**src/rtl/ehc_pkg.sv**
```systemverilog
// ehc_pkg: widths, header constants and protocol class codes for the
// ethernet header classifier; no dependencies
`timescale 1ns / 1ps

package ehc_pkg;

  localparam int unsigned MacW    = 48;
  localparam int unsigned TypeW   = 16;
  localparam int unsigned PosW    = 5;
  localparam int unsigned OutDataW = 136;

  localparam logic [TypeW-1:0] TpidDot1q     = 16'h8100;
  localparam logic [TypeW-1:0] MaxLengthType = 16'd1500;
  localparam logic [TypeW-1:0] TypeArp       = 16'h0806;
  localparam logic [TypeW-1:0] TypeIpv4      = 16'h0800;
  localparam logic [TypeW-1:0] TypeIpv6      = 16'h86DD;
  localparam logic [23:0]      LlcSnapHdr    = 24'hAAAA03;
  localparam logic [6:0]       LlcAddrMask   = 7'h7f;

  localparam logic [PosW-1:0] PosDstEnd  = 5'd6;
  localparam logic [PosW-1:0] PosSrcEnd  = 5'd12;
  localparam logic [PosW-1:0] PosTypeEnd = 5'd14;
  localparam logic [PosW-1:0] PosTagEnd  = 5'd16;
  localparam logic [PosW-1:0] PosTagType = 5'd18;
  localparam logic [PosW-1:0] PosMax     = 5'd31;
  localparam logic [PosW-1:0] OffUntag   = 5'd14;
  localparam logic [PosW-1:0] OffTag     = 5'd18;
  localparam logic [PosW-1:0] OffSnapAdd = 5'd8;

  typedef enum logic [1:0] {
    PROTO_ARP   = 2'd0,
    PROTO_IPV4  = 2'd1,
    PROTO_IPV6  = 2'd2,
    PROTO_OTHER = 2'd3
  } proto_e;

  function automatic proto_e classify(input logic [TypeW-1:0] t);
    proto_e c;
    c = PROTO_OTHER;
    if (t == TypeArp) c = PROTO_ARP;
    else if (t == TypeIpv4) c = PROTO_IPV4;
    else if (t == TypeIpv6) c = PROTO_IPV6;
    return c;
  endfunction

endpackage

```
**src/rtl/ethernet_header_classifier_top.sv**
```systemverilog
// ethernet_header_classifier_top: parses mac addresses, 802.1q tag, ethertype
// and llc/snap headers from a receive byte stream; depends on ehc_pkg
//
// channel   dir  payload
// s_axis    in   tdata[7:0] frame byte, tlast end of frame
// m_axis    out  tdata header fields (see port), tuser {status, proto class}
//
// one byte per cycle while ready, result registered from the deciding byte
// at most one result per frame, bytes after the decision give nothing
// s_axis_tready_o drops only while a result waits and m_axis_tready_i is low
// rst_ni clears all frame state and the output valid flag
`timescale 1ns / 1ps

module ethernet_header_classifier_top
  import ehc_pkg::*;
(
  input  logic                clk_i,
  input  logic                rst_ni,
  input  logic                s_axis_tvalid_i,
  output logic                s_axis_tready_o,
  input  logic [7:0]          s_axis_tdata_i,  // frame_byte
  input  logic                s_axis_tlast_i,  // end_of_frame
  output logic                m_axis_tvalid_o,
  input  logic                m_axis_tready_i,
  // dest_mac[47:0], source_mac[95:48], vlan_tci[111:96], has_vlan[112],
  // frame_type[128:113], payload_offset[133:129], zero pad[135:134]
  output logic [OutDataW-1:0] m_axis_tdata_o,
  // proto_class[1:0], header_status[2]
  output logic [2:0]          m_axis_tuser_o
);

  logic [PosW-1:0]  pos_q, pos_d;
  logic             done_q, done_d;
  logic [MacW-1:0]  dest_q, dest_d;
  logic [MacW-1:0]  src_q, src_d;
  logic [TypeW-1:0] type_q, type_d;
  logic [TypeW-1:0] tci_q, tci_d;
  logic             tag_q, tag_d;
  logic [23:0]      llc_q, llc_d;

  logic             s_acc;
  logic             res_fire;
  logic [MacW-1:0]  res_dest, res_src;
  logic [TypeW-1:0] res_tci, res_type;
  logic             res_tag, res_status;
  proto_e           res_class;
  logic [PosW-1:0]  res_off;
  logic [PosW-1:0]  hs, rel;
  logic             type_ready;

  logic             out_valid_q;
  logic [MacW-1:0]  out_dest_q, out_src_q;
  logic [TypeW-1:0] out_tci_q, out_type_q;
  logic             out_tag_q, out_status_q;
  proto_e           out_class_q;
  logic [PosW-1:0]  out_off_q;

  assign s_axis_tready_o = !out_valid_q || m_axis_tready_i;
  assign s_acc           = s_axis_tvalid_i && s_axis_tready_o;

  always_comb begin
    pos_d      = pos_q;
    done_d     = done_q;
    dest_d     = dest_q;
    src_d      = src_q;
    type_d     = type_q;
    tci_d      = tci_q;
    tag_d      = tag_q;
    llc_d      = llc_q;
    res_fire   = 1'b0;
    res_type   = '0;
    res_class  = PROTO_OTHER;
    res_off    = '0;
    res_status = 1'b0;
    type_ready = 1'b0;
    hs         = tag_q ? OffTag : OffUntag;
    rel        = pos_q - hs;
    if (s_acc && !done_q) begin
      if (pos_q < PosDstEnd) begin
        dest_d = {dest_q[MacW-9:0], s_axis_tdata_i};
      end else if (pos_q < PosSrcEnd) begin
        src_d = {src_q[MacW-9:0], s_axis_tdata_i};
      end else if (pos_q < PosTypeEnd) begin
        type_d = {type_q[7:0], s_axis_tdata_i};
        if (pos_q == PosTypeEnd - 5'd1) begin
          if (type_d == TpidDot1q) tag_d = 1'b1;
          else type_ready = 1'b1;
        end
      end else if (tag_q && pos_q < PosTagEnd) begin
        tci_d = {tci_q[7:0], s_axis_tdata_i};
      end else if (tag_q && pos_q < PosTagType) begin
        type_d = {type_q[7:0], s_axis_tdata_i};
        if (pos_q == PosTagType - 5'd1) type_ready = 1'b1;
      end else if (rel < 5'd3) begin
        llc_d = {llc_q[15:0], s_axis_tdata_i};
        if (rel == 5'd2) begin
          if (llc_d == LlcSnapHdr) begin
            llc_d = '0;
          end else begin
            res_fire  = 1'b1;
            res_type  = {9'd0, llc_d[22:16] & LlcAddrMask};
            res_class = classify(res_type);
            res_off   = hs;
            done_d    = 1'b1;
          end
        end
      end else if (rel < 5'd8) begin
        // snap: oui skipped, type from the last two bytes
        if (rel >= 5'd6) llc_d = {8'd0, llc_q[7:0], s_axis_tdata_i};
        if (rel == 5'd7) begin
          res_fire  = 1'b1;
          res_type  = llc_d[15:0];
          res_class = classify(res_type);
          res_off   = hs + OffSnapAdd;
          done_d    = 1'b1;
        end
      end
      if (type_ready && type_d > MaxLengthType) begin
        res_fire  = 1'b1;
        res_type  = type_d;
        res_class = classify(type_d);
        res_off   = hs;
        done_d    = 1'b1;
      end
      if (!done_d && pos_q != PosMax) pos_d = pos_q + 5'd1;
      if (s_axis_tlast_i && !done_d) begin
        res_fire   = 1'b1;
        res_type   = '0;
        res_class  = PROTO_OTHER;
        res_off    = '0;
        res_status = 1'b1;
      end
    end
    res_dest = dest_d;
    res_src  = src_d;
    res_tci  = tci_d;
    res_tag  = tag_d;
    if (s_acc && s_axis_tlast_i) begin
      pos_d  = '0;
      done_d = 1'b0;
      dest_d = '0;
      src_d  = '0;
      type_d = '0;
      tci_d  = '0;
      tag_d  = 1'b0;
      llc_d  = '0;
    end
  end

  always_ff @(posedge clk_i or negedge rst_ni) begin
    if (!rst_ni) begin
      pos_q  <= '0;
      done_q <= 1'b0;
      dest_q <= '0;
      src_q  <= '0;
      type_q <= '0;
      tci_q  <= '0;
      tag_q  <= 1'b0;
      llc_q  <= '0;
    end else begin
      pos_q  <= pos_d;
      done_q <= done_d;
      dest_q <= dest_d;
      src_q  <= src_d;
      type_q <= type_d;
      tci_q  <= tci_d;
      tag_q  <= tag_d;
      llc_q  <= llc_d;
    end
  end

  always_ff @(posedge clk_i or negedge rst_ni) begin
    if (!rst_ni) begin
      out_valid_q <= 1'b0;
    end else if (s_acc && res_fire) begin
      out_valid_q <= 1'b1;
    end else if (m_axis_tready_i) begin
      out_valid_q <= 1'b0;
    end
  end

  always_ff @(posedge clk_i) begin
    if (s_acc && res_fire) begin
      out_dest_q   <= res_dest;
      out_src_q    <= res_src;
      out_tci_q    <= res_tci;
      out_tag_q    <= res_tag;
      out_type_q   <= res_type;
      out_class_q  <= res_class;
      out_off_q    <= res_off;
      out_status_q <= res_status;
    end
  end

  assign m_axis_tvalid_o = out_valid_q;
  assign m_axis_tdata_o  = {2'b00, out_off_q, out_type_q, out_tag_q, out_tci_q,
                            out_src_q, out_dest_q};
  assign m_axis_tuser_o  = {out_status_q, out_class_q};

  // truncated results carry no type information
  assert property (@(posedge clk_i) disable iff (!rst_ni)
    (out_valid_q && out_status_q) |-> (out_off_q == '0 && out_class_q == PROTO_OTHER))
    else $error("truncated result with payload offset or class");

  // complete results start the payload at one of the legal offsets
  assert property (@(posedge clk_i) disable iff (!rst_ni)
    (out_valid_q && !out_status_q) |->
      (out_off_q == 5'd14 || out_off_q == 5'd18 || out_off_q == 5'd22 ||
       out_off_q == 5'd26))
    else $error("bad payload offset");

  // a frame end returns the parser to its start
  assert property (@(posedge clk_i) disable iff (!rst_ni)
    (s_acc && s_axis_tlast_i) |=> (pos_q == '0 && !done_q && !tag_q))
    else $error("frame state not cleared after last transfer");

  // no header is decided before the type field is complete
  assert property (@(posedge clk_i) disable iff (!rst_ni)
    done_q |-> (pos_q >= PosTypeEnd - 5'd1))
    else $error("header decided too early");

endmodule
```
**config.mk**
```make
export PLATFORM = sky130hd
export DESIGN_NAME = ethernet_header_classifier_top
export DESIGN_NICKNAME = d
export VERILOG_FILES = /design/src/rtl/ehc_pkg.sv /design/src/rtl/ethernet_header_classifier_top.sv
export SDC_FILE = /design/constraint.sdc
export NUM_CORES = 1
export LEC_CHECK = 0
export ABC_CLOCK_PERIOD_IN_PS = 13100
export BUFFER_PORTS_ARGS = -buffer_cell sky130_fd_sc_hd__buf_4
export CAP_MARGIN = 40
export CORE_AREA = 10 10 221 223
export CTS_CLUSTER_DIAMETER = 100
export DETAILED_ROUTE_END_ITERATION = 6
export DIE_AREA = 0 0 231 233
export MAX_ROUTING_LAYER = met4
export PLACE_DENSITY = 0.43
export SLEW_MARGIN = 20
export SYNTH_ARGS = -nofsm -noshare
export SYNTH_HDL_FRONTEND = slang
export SYNTH_SLANG_ARGS = --single-unit
export TNS_END_PERCENT = 1
```
**constraint.sdc**
```tcl
create_clock -name clk_i -period 13.1 [get_ports clk_i]
set_input_delay 1.965 -clock clk_i [delete_from_list [all_inputs] [get_ports clk_i]]
set_output_delay 1.965 -clock clk_i [all_outputs]
set_load 0.02 [all_outputs]
```
==> impl_metrics.csv, run 1 <==
group,metric,value,unit
status,status,"complete, no violations",
worst_setup_path,critPathCaptureType,"flip-flop",
cts,htreeDepth,2,
global_routing,grt_first_pass_wirelength,52.13,mm
detailed_routing,drt-total-wl,34.44,mm
synthesis,netlist_area,12320,um2
power_and_ir_drop,internal_power,1.708,mW
sta,slew_headroom,46.31,%
cts,ctsLongestPathBuffers,3,
sta,final-hold-violation-count,0,
detailed_routing,num_vias,7668,
cts,clockRootBuffer,"clkbuf_16",
detailed_routing,vias_per_cell,4.611,
worst_setup_path,start_kind,"input pin",
global_routing,grt_start_max_net_pins,79,
cells_and_area,drive_gt1_share,31.93,%
synthesis,synth_top_family_by_area,"multiplexers",
sta,fin_skew,0.01223,ns
sta,fin_crit,4.542,ns
cells_and_area,final_cell_mix,"157 x buf_4, 152 x dfrtp_1, 136 x edfxtp_1, 112 x mux2_2, 112 x nor2b_1",
synthesis,yosys-mux-area-fraction,13.24,%
cts,numClockSinks,288,
synthesis,synth_ff_type,"dfrtp_1",
sta,tightest_slew,0.8005,ns
power_and_ir_drop,power_frac_comb,13.3,%
detailed_routing,drt_iter0_markers,501,
placed_design,dpl.hpwl,22.44,mm
power_and_ir_drop,power_frac_clock,40.4,%
detailed_routing,first_pass_iters,5,
floorplan,start_util,27.92,%
global_routing,grt-ovfl-total,0,
global_routing,grt_pass1_vias,8015,
detailed_routing,ant_nets,0,
placed_design,routabilityCongestion,0.8431,
synthesis,syn_avg_cell_area,13.63,um2
cells_and_area,layout_commonest_cell,"buf_4",
synthesis,synth-xor-area-share,0.4265,%
floorplan,coreArea,44120,um2
floorplan,die_area,53820,um2
flow_run,max_cap_violations,0,
cts,numCtsBuffers,36,
cells_and_area,area_growth,24.04,%
synthesis,synth_compound_area_share,5.524,%
sta,final-max-slew-violation-count,0,
synthesis,synth-edff-count,136,
cts,clk_latency,0.54,ns
placed_design,place_area,14110,um2
sta,period_share,34.67,%
power_and_ir_drop,switchingPower,0.6170,mW
floorplan,dieHeight,233,um
detailed_routing,wire_per_inst,20.71,um
placed_design,port_buffers,150,
worst_hold_path,hold_path.class,"flip-flop to flip-flop",
power_and_ir_drop,p_leak,6.483,nW
power_and_ir_drop,vdd_drop_max,0.06892,mV
power_and_ir_drop,power_density,152.1,nW/um2
cells_and_area,final_cell_area,15280,um2
worst_setup_path,critPathSlowestCell,"or4_4",
synthesis,synthSimpleGateAreaFrac,13.11,%
worst_setup_path,path_cells,"buf_4, or4_4, nor3_1, a31oi_1, o211ai_4, a21boi_4, a21o_1, inv_6, buf_4, buf_16",
sta,setup_viol,0,
cts,post-cts-setup-buffers,0,
global_routing,antenna_found_initial,0,
sta,rsz0062_at_grt,"no",
detailed_routing,drc_errors,0,
power_and_ir_drop,switching_share,26.54,%
worst_setup_path,path_class,"input pin to flip-flop",
cts,cts_resized,0,
cts,cts_tree,"built",
floorplan,ios,154,
sta,setup_tns,0,ns
synthesis,synth.yosys.seq_area_share,64.01,%
synthesis,synthArstFlopShare,52.78,%
worst_setup_path,slowest_delay,0.58,ns
worst_setup_path,crit_fanout,43,
power_and_ir_drop,seq_power_share,46.3,%
synthesis,ys_types,62,
synthesis,syn_inst,904,
worst_setup_path,arrival,4.80,ns
sta,fmax,0.2202,GHz
cells_and_area,n_antenna_cell,0,
cts,path_clk_slew,0.06,ns
global_routing,grt_usage,12.98,%
cts,ctsHoldBuffers,0,
synthesis,ys_ff_latch,288,
synthesis,yosys_warnings,0,
floorplan,rows,77,
floorplan,die_w,231,um
cells_and_area,nets,1067,
synthesis,synth_fa_ha_area_share,1.076,%
worst_setup_path,crit_path_frequent_cell,"buf_4",
worst_setup_path,worstPathRequired,13.36,ns
## metal layers
metal | up-vias | GRT usage [%] | part of all wire [%]
met3 | 44 | 2.482 | 4.2
met2 | 162 | 19.25 | 46
li1 | 3539 | - | -
met4 | 0 | 4.810 | 2.3
met5 | - | - | 0
met1 | 3923 | 17.34 | 48
## power groups by stage
stage | sequential, mW | combinational [mW] | clock [mW]
floorplan | 1.10 | 0.181 | 0
global placement | 1.10 | 0.310 | 0
detailed placement | 1.09 | 0.312 | 0
CTS | 1.08 | 0.314 | 0.980
global route | 1.08 | 0.341 | 1.01
finish | 1.08 | 0.310 | 0.939
## critical path: cells and delay by family
| family | cells | cell delay (ns) |
|---|---|---|
| AO/OA/AOI/OAI | 4 | 1.14 |
| buffers and inverters | 4 | 0.86 |
| AND/OR/NAND/NOR | 2 | 0.74 |
## through the flow
step                      hold slack [ns]  utilization (%)  instances  power [mW]  setup slack [ns]
after floorplan                    0.4791                -        906       1.279             6.681
after global placement             0.5150            31.80       1592       1.405             7.787
after detailed placement           0.5106            31.97       1595       1.407             7.673
after CTS                          0.5299            34.48       1660       2.372             8.242
after global routing               0.5476            34.64       1663       2.434             8.408
final                              0.5238            34.64       1663       2.325             8.558
## cell usage after synthesis (3+ instances only)
cell type | number | area share [%]
clkbuf_1 | 41 | 1.2
nor2b_1 | 112 | 5.7
nor4_1 | 12 | 0.61
a21oi_1 | 27 | 1.1
o21a_1 | 5 | 0.30
nand4b_1 | 3 | 0.21
nand3_1 | 19 | 0.77
xor2_1 | 3 | 0.21
a211oi_1 | 3 | 0.18
a21o_1 | 4 | 0.24
a22o_1 | 16 | 1.1
edfxtp_1 | 136 | 33
nand2b_1 | 6 | 0.30
xnor2_1 | 3 | 0.21
and3_1 | 8 | 0.41
nor3_1 | 7 | 0.28
nor2_1 | 27 | 0.82
dfrtp_1 | 152 | 31
a211o_1 | 4 | 0.28
or3_1 | 4 | 0.20
o21ai_0 | 8 | 0.32
inv_1 | 9 | 0.27
nand4_1 | 7 | 0.36
and2_1 | 13 | 0.66
buf_4 | 6 | 0.37
buf_2 | 11 | 0.45
ha_1 | 9 | 0.91
buf_1 | 5 | 0.15
nand2_1 | 49 | 1.5
mux2i_1 | 37 | 3.0
mux2_2 | 112 | 10
o22ai_1 | 9 | 0.46
## cell families (layout without fill, tap and decap cells)
| kind of cell | Yosys count | after routing |
|---|---|---|
| AO/OA/AOI/OAI | 93 | 93 |
| multiplexers | 149 | 149 |
| AND/OR/NAND/NOR | 284 | 284 |
| flip-flops | 288 | 288 |
| buffers and inverters | 73 | 238 |
| XOR/XNOR | 6 | 6 |
| other | 1 | 3 |
| adder cells (fa/ha/maj) | 10 | 10 |
## cell type report
class | instances | area [um2]
Clock buffer | 50 | 993.5
Clock inverter | 15 | 115.1
Fill cell | 4398 | 28840
Inverter | 9 | 38.79
Multi-Input combinational cell | 545 | 4180
Sequential cell | 288 | 7888
Tap cell | 592 | 740.7
Timing Repair Buffer | 164 | 1328
## path summary, 6_finish.rpt
kind | startpoint | end | slack, ns | cells after the start
min in group asynchronous | rst_ni | dest_q[40] | 1.37 | 1
min | type_q[11] | type_q[11] | 0.52 | 1
max reg2reg | pos_q[2] | out_src_q[4] | 8.80 | 10
max in group asynchronous | rst_ni | tci_q[0] | 10.70 | 2
min reg2reg | type_q[11] | type_q[11] | 0.52 | 1
max | s_axis_tdata_i[3] | out_src_q[4] | 8.56 | 10
## state kept, by name (all words and copies together) (netlist names)
name	count
dest_q	48
out_dest_q	48
out_src_q	48
src_q	48
llc_q	16
out_tci_q	16
out_type_q	16
tci_q	16
type_q	16
pos_q	5
out_off_q	4
out_class_q	2
done_q	1
m_axis_tvalid_o	1
out_status_q	1
out_tag_q	1
tag_q	1
Power figures use the tool's default switching activity.
==> run 2: changes to the inputs <==
--- a/config.mk
+++ b/config.mk
@@ -5,7 +5,7 @@
 export SDC_FILE = /design/constraint.sdc
 export NUM_CORES = 1
 export LEC_CHECK = 0
-export ABC_CLOCK_PERIOD_IN_PS = 13100
+export ABC_CLOCK_PERIOD_IN_PS = 3600
 export BUFFER_PORTS_ARGS = -buffer_cell sky130_fd_sc_hd__buf_4
 export CAP_MARGIN = 40
 export CORE_AREA = 10 10 221 223
@@ -13,7 +13,7 @@
 export DETAILED_ROUTE_END_ITERATION = 6
 export DIE_AREA = 0 0 231 233
 export MAX_ROUTING_LAYER = met4
-export PLACE_DENSITY = 0.43
+export PLACE_DENSITY = 0.45
 export SLEW_MARGIN = 20
 export SYNTH_ARGS = -nofsm -noshare
 export SYNTH_HDL_FRONTEND = slang
==> constraint.sdc (replaced) <==
create_clock -name clk_i -period 3.6 [get_ports clk_i]
set_input_delay 0.54 -clock clk_i [delete_from_list [all_inputs] [get_ports clk_i]]
set_output_delay 0.54 -clock clk_i [all_outputs]
set_load 0.02 [all_outputs]
==> impl_metrics.csv, run 2 (same netlist as run 1, synthesis figures left out) <==
group,metric,value,unit
status,status,"complete, no violations",
detailed_routing,vias_per_cell,4.519,
global_routing,grt_first_pass_wirelength,51.36,mm
worst_setup_path,worstPathRequired,4.04,ns
global_routing,grt_pass1_vias,8186,
power_and_ir_drop,switchingPower,2.261,mW
worst_hold_path,hold_path.class,"input pin to flip-flop",
global_routing,antenna_found_initial,1,
placed_design,routabilityCongestion,0.8318,
floorplan,die_area,53820,um2
sta,fin_crit,3.334,ns
global_routing,grt_usage,12.69,%
detailed_routing,drc_errors,0,
worst_setup_path,critPathCaptureType,"flip-flop",
sta,period_share,92.62,%
cells_and_area,n_fill_cell,4426,
floorplan,dieHeight,233,um
cts,cts_tree,"built",
power_and_ir_drop,internal_power,6.372,mW
worst_setup_path,path_class,"flip-flop to flip-flop",
worst_setup_path,crit_fanout,10,
sta,slew_headroom,46.81,%
cells_and_area,utilization,35.24,%
floorplan,coreArea,44120,um2
power_and_ir_drop,switching_share,26.19,%
cts,htreeDepth,2,
power_and_ir_drop,power_density,555.2,nW/um2
power_and_ir_drop,power_frac_clock,41.3,%
floorplan,rows,77,
floorplan,die_w,231,um
cts,post-cts-setup-buffers,0,
detailed_routing,ant_nets,0,
cells_and_area,seq_area,7888,um2
worst_setup_path,path_cells,"ha_1, a21o_1, a21oi_1, mux2i_1, buf_4, nand2_1, a211oi_2, buf_4, nand3_1, a21oi_1",
placed_design,dpl.hpwl,22.27,mm
worst_setup_path,critPathSlowestCell,"a211oi_2",
flow_run,max_cap_violations,0,
power_and_ir_drop,p_leak,6.658,nW
cells_and_area,nets,1092,
sta,final-max-slew-violation-count,0,
floorplan,ios,154,
detailed_routing,drt-total-wl,33.43,mm
worst_setup_path,slowest_delay,0.69,ns
global_routing,grt-ovfl-total,0,
placed_design,placed_cells,1622,
power_and_ir_drop,seq_power_share,44.7,%
detailed_routing,first_pass_iters,5,
cts,numCtsBuffers,35,
detailed_routing,drt_iter0_markers,423,
global_routing,grt_start_max_net_pins,134,
cts,ctsLongestPathBuffers,3,
detailed_routing,num_vias,7632,
placed_design,port_buffers,150,
worst_setup_path,arrival,3.78,ns
detailed_routing,wire_per_inst,19.79,um
floorplan,start_util,27.92,%
cells_and_area,instances_no_fill,1689,
power_and_ir_drop,power_frac_comb,13.9,%
cells_and_area,final_cell_mix,"181 x buf_4, 152 x dfrtp_1, 136 x edfxtp_1, 112 x mux2_2, 112 x nor2b_1",
cells_and_area,area_growth,26.20,%
cts,numClockSinks,288,
cells_and_area,drive_gt1_share,34.40,%
power_and_ir_drop,vdd_drop_max,0.2867,mV
cts,path_clk_slew,0.06,ns
worst_setup_path,start_kind,"flip-flop",
sta,setup_viol,0,
cells_and_area,layout_commonest_cell,"buf_4",
sta,setup_tns,0,ns
cells_and_area,multi_input_area,4190,um2
sta,fin_skew,0.02078,ns
cts,clk_latency,0.55,ns
sta,rsz0062_at_grt,"no",
sta,tightest_slew,0.7965,ns
sta,fmax,0.2999,GHz
sta,final-hold-violation-count,0,
cts,clockRootBuffer,"clkbuf_16",
[run 2: cell count changes in the layout (fill, tap and decap cells not counted), sizes merged]
cell         change
buf             +25
bufinv           +2
clkbuf           -7
clkinv           +5
clkinvlp         -1
diode            +1
dlygate4sd3      +1
[run 2: critical path, delay by kind of cell, from the launching register on]
kind,cells,cell delay (ns)
fa+ha+maj,1,0.34
flops,1,0.41
mux,1,0.45
simple gates,2,0.16
compound gates,4,1.40
buf+inv,2,0.49
[run 2: final timing paths]
kind / start / endpoint / depth (start not counted) / slack (ns)
max: pos_q[2] / llc_q[5] / 10 / 0.27
min: s_axis_tdata_i[0] / llc_q[0] / 3 / 0.33
max reg2reg: pos_q[2] / llc_q[5] / 10 / 0.27
min reg2reg: done_q / done_q / 1 / 0.53
max in group asynchronous: rst_ni / src_q[36] / 4 / 2.28
min in group asynchronous: rst_ni / dest_q[42] / 2 / 0.39
[run 2: area by class of cell]
class	count	area share (%)
Antenna cell	1	0.01609
Clock buffer	43	6.147
Clock inverter	21	1.424
Inverter	9	0.2414
Multi-Input combinational cell	545	26.95
Sequential cell	288	50.72
Tap cell	592	4.763
Timing Repair Buffer	190	9.736
[run 2: repair_timing]
action                                  CTS  global route
gates resized for setup                   0             1
hold buffers                              0             1
endpoints found under the hold margin     0            11
endpoints found under the setup margin    0            43
[run 2: power by group through the flow]
stage	logic (mW)	registers, mW	clock network [mW]
after floorplan	0.670	3.99	0
after CTS	1.22	3.87	3.71
after global placement	1.21	3.93	0
after global routing	1.32	3.90	3.84
after detailed placement	1.21	3.93	0
final	1.20	3.86	3.57
[run 2: per-layer routing]
| layer | GRT usage [%] | vias up | share of wire, % |
|---|---|---|---|
| met4 | 3.700 | 0 | 2.2 |
| met3 | 2.981 | 50 | 4.7 |
| met5 | - | - | 0 |
| met2 | 19.19 | 164 | 46 |
| met1 | 16.68 | 3827 | 47 |
| li1 | - | 3591 | - |
[run 2: per-stage QoR]
step / hold slack [ns] / power, mW / cell area (um2) / worst slack (ns)
floorplan: 0.2444 / 4.662 / 12350 / -1.023
CTS: 0.03051 / 8.798 / 15510 / 0.1824
finish: 0.3294 / 8.633 / 15550 / 0.2658
detailed placement: 0.5180 / 5.144 / 14330 / 0.1938
global placement: 0.5054 / 5.136 / 14310 / 0.2274
global route: 0.3189 / 9.055 / 15550 / 0.01398
==> run 3: changes to the inputs <==
--- a/config.mk
+++ b/config.mk
@@ -13,7 +13,6 @@
 export DETAILED_ROUTE_END_ITERATION = 6
 export DIE_AREA = 0 0 231 233
 export MAX_ROUTING_LAYER = met4
-export PLACE_DENSITY = 0.45
 export SLEW_MARGIN = 20
 export SYNTH_ARGS = -nofsm -noshare
 export SYNTH_HDL_FRONTEND = slang
==> constraint.sdc (replaced) <==
create_clock -name clk_i -period 3.6 [get_ports clk_i]
set_input_delay 0.72 -clock clk_i [delete_from_list [all_inputs] [get_ports clk_i]]
set_output_delay 0.72 -clock clk_i [all_outputs]
set_load 0.02 [all_outputs]
==> impl_metrics.csv, run 3 (same netlist as run 1, synthesis figures left out) <==
group,metric,value,unit
status,status,"complete, no violations",
cells_and_area,drive_gt1_share,33.67,%
placed_design,routabilityCongestion,0.8761,
cts,clockRootBuffer,"clkbuf_16",
detailed_routing,drt_iter0_markers,505,
cts,ctsLongestPathBuffers,3,
worst_setup_path,timing.rr.end,"out_tci_q[5]",
flow_run,max_cap_violations,0,
detailed_routing,drt-total-wl,31.51,mm
power_and_ir_drop,power_density,547.1,nW/um2
worst_setup_path,crit_fanout,115,
cells_and_area,final_cell_area,15370,um2
power_and_ir_drop,p_leak,6.553,nW
worst_setup_path,slowest_delay,0.53,ns
cts,ctsHoldBuffers,0,
detailed_routing,wire_per_inst,18.77,um
worst_setup_path,reg2reg_slack,0.25,ns
sta,rsz0062_at_grt,"no",
power_and_ir_drop,vdd_drop_max,0.2715,mV
detailed_routing,vias_per_cell,4.591,
global_routing,grt_start_max_net_pins,116,
worst_setup_path,path_class,"flip-flop to flip-flop",
detailed_routing,ant_nets,0,
sta,period_share,93.09,%
sta,fin_skew,0.01914,ns
cells_and_area,area_growth,24.72,%
worst_setup_path,critical_path_depth,9,
cts,path_clk_slew,0.06,ns
cells_and_area,nets,1084,
global_routing,grt_usage,11.99,%
worst_setup_path,cp_num_buf_inv,2,
cells_and_area,utilization,34.83,%
global_routing,antenna_found_initial,0,
detailed_routing,drc_errors,0,
worst_setup_path,crit_family,"flip-flops",
floorplan,die_w,231,um
sta,setup_viol,0,
floorplan,rows,77,
cts,clk_latency,0.54,ns
cts,numCtsBuffers,35,
global_routing,grt_first_pass_wirelength,48.99,mm
worst_setup_path,worstPathRequired,3.75,ns
detailed_routing,first_pass_iters,5,
floorplan,dieHeight,233,um
sta,final-hold-violation-count,0,
global_routing,grt_pass1_vias,8102,
sta,final-max-slew-violation-count,0,
worst_hold_path,hold_path.class,"input pin to async pin",
worst_setup_path,start_kind,"flip-flop",
floorplan,die_area,53820,um2
sta,slew_headroom,48.50,%
global_routing,grt-ovfl-total,0,
cts,htreeDepth,2,
worst_setup_path,crit_start,"pos_q[1]",
placed_design,dpl.hpwl,20.98,mm
cts,cts_resized,0,
sta,fin_crit,3.351,ns
worst_setup_path,critPathSlowestCell,"dfrtp_1",
floorplan,ios,154,
sta,fmax,0.2984,GHz
cts,cts_tree,"built",
worst_setup_path,path_cells,"fa_1, xnor2_1, nand2b_1, mux2i_1, o211ai_4, a21boi_4, a21o_1, clkinvlp_4, buf_12",
worst_setup_path,critPathCaptureType,"flip-flop",
cts,numClockSinks,288,
cells_and_area,layout_commonest_cell,"buf_4",
cells_and_area,n_antenna_cell,0,
floorplan,start_util,27.92,%
worst_setup_path,r2r-start,"pos_q[1]",
floorplan,coreArea,44120,um2
detailed_routing,num_vias,7709,
worst_setup_path,arrival,3.50,ns
placed_design,port_buffers,150,
worst_setup_path,endpoint,"out_tci_q[5]",
placed_design,place_area,14260,um2
worst_setup_path,reg2regPathDepth,9,
cts,post-cts-setup-buffers,0,
sta,tightest_slew,0.7725,ns
cells_and_area,final_cell_mix,"178 x buf_4, 152 x dfrtp_1, 136 x edfxtp_1, 112 x mux2_2, 112 x nor2b_1",
## run 3: changes by cell type in the layout (fill, tap and decap cells not counted), sizes merged
cell / before / now
buf: 189 / 182
clkinv: 15 / 11
clkinvlp: 2 / 5
bufinv: 3 / 2
diode: 1 / 0
dlygate4sd3: 1 / 0
inv: 10 / 11
## run 3: how the worst min path moves through the flow
stage / slack (ns) / endpoint / depth (start not counted) / start
finish: 0.16 / src_q[41] / 1 / rst_ni
global route: 0.20 / src_q[41] / 1 / rst_ni
CTS: 0.18 / src_q[41] / 1 / rst_ni
detailed placement: 0.52 / type_q[15] / 1 / type_q[15]
global placement: 0.51 / done_q / 1 / done_q
floorplan: 0.42 / dest_q[0] / 0 / rst_ni
## run 3: layout make-up
type	count	area, um2
clock buffers	43	925.9
clock inverters	20	177.7
fillers	4416	28760
inverters	9	37.54
multi-input cells	545	4190
flip-flops and latches	288	7888
well taps	592	740.7
repair buffers	182	1408
## run 3: worst register-to-register path: cells and delay by family (launching register included)
| family | cells | cell delay [ns] |
|---|---|---|
| DFF | 1 | 0.53 |
| xor gates and xnor gates | 1 | 0.30 |
| AOI/OAI and AO/OA | 3 | 0.53 |
| adders and majority gates | 1 | 0.50 |
| and+or+nand+nor | 1 | 0.10 |
| buffers and inverters | 2 | 0.53 |
| muxes | 1 | 0.31 |
## run 3: metrics by stage
| stage | setup slack (ns) | std cells | TNS, ns | hold WS [ns] | total power, mW |
|---|---|---|---|---|---|
| after floorplan | -1.203 | 906 | -163.65 | 0.4244 | 4.662 |
| after global placement | 0.2467 | 1616 | 0 | 0.5089 | 5.077 |
| after detailed placement | 0.2048 | 1616 | 0 | 0.5156 | 5.098 |
| after CTS | 0.2617 | 1679 | 0 | 0.1751 | 8.556 |
| after global routing | 0.01176 | 1679 | 0 | 0.2022 | 8.799 |
| final | 0.2487 | 1679 | 0 | 0.1647 | 8.407 |
## run 3: per-layer routing
layer | global-route usage (%) | vias up | part of all wire, %
li1 | - | 3558 | -
met1 | 15.30 | 3878 | 45
met2 | 18.32 | 212 | 47
met3 | 2.531 | 61 | 5.3
met4 | 4.789 | 0 | 2.8
met5 | - | - | 0
## run 3: power by group
part           total [mW]  switching, mW  internal [mW]
registers            3.87          0.139           3.73
logic                1.14          0.651          0.489
clock network        3.39           1.40           1.99
total                8.41           2.19           6.22
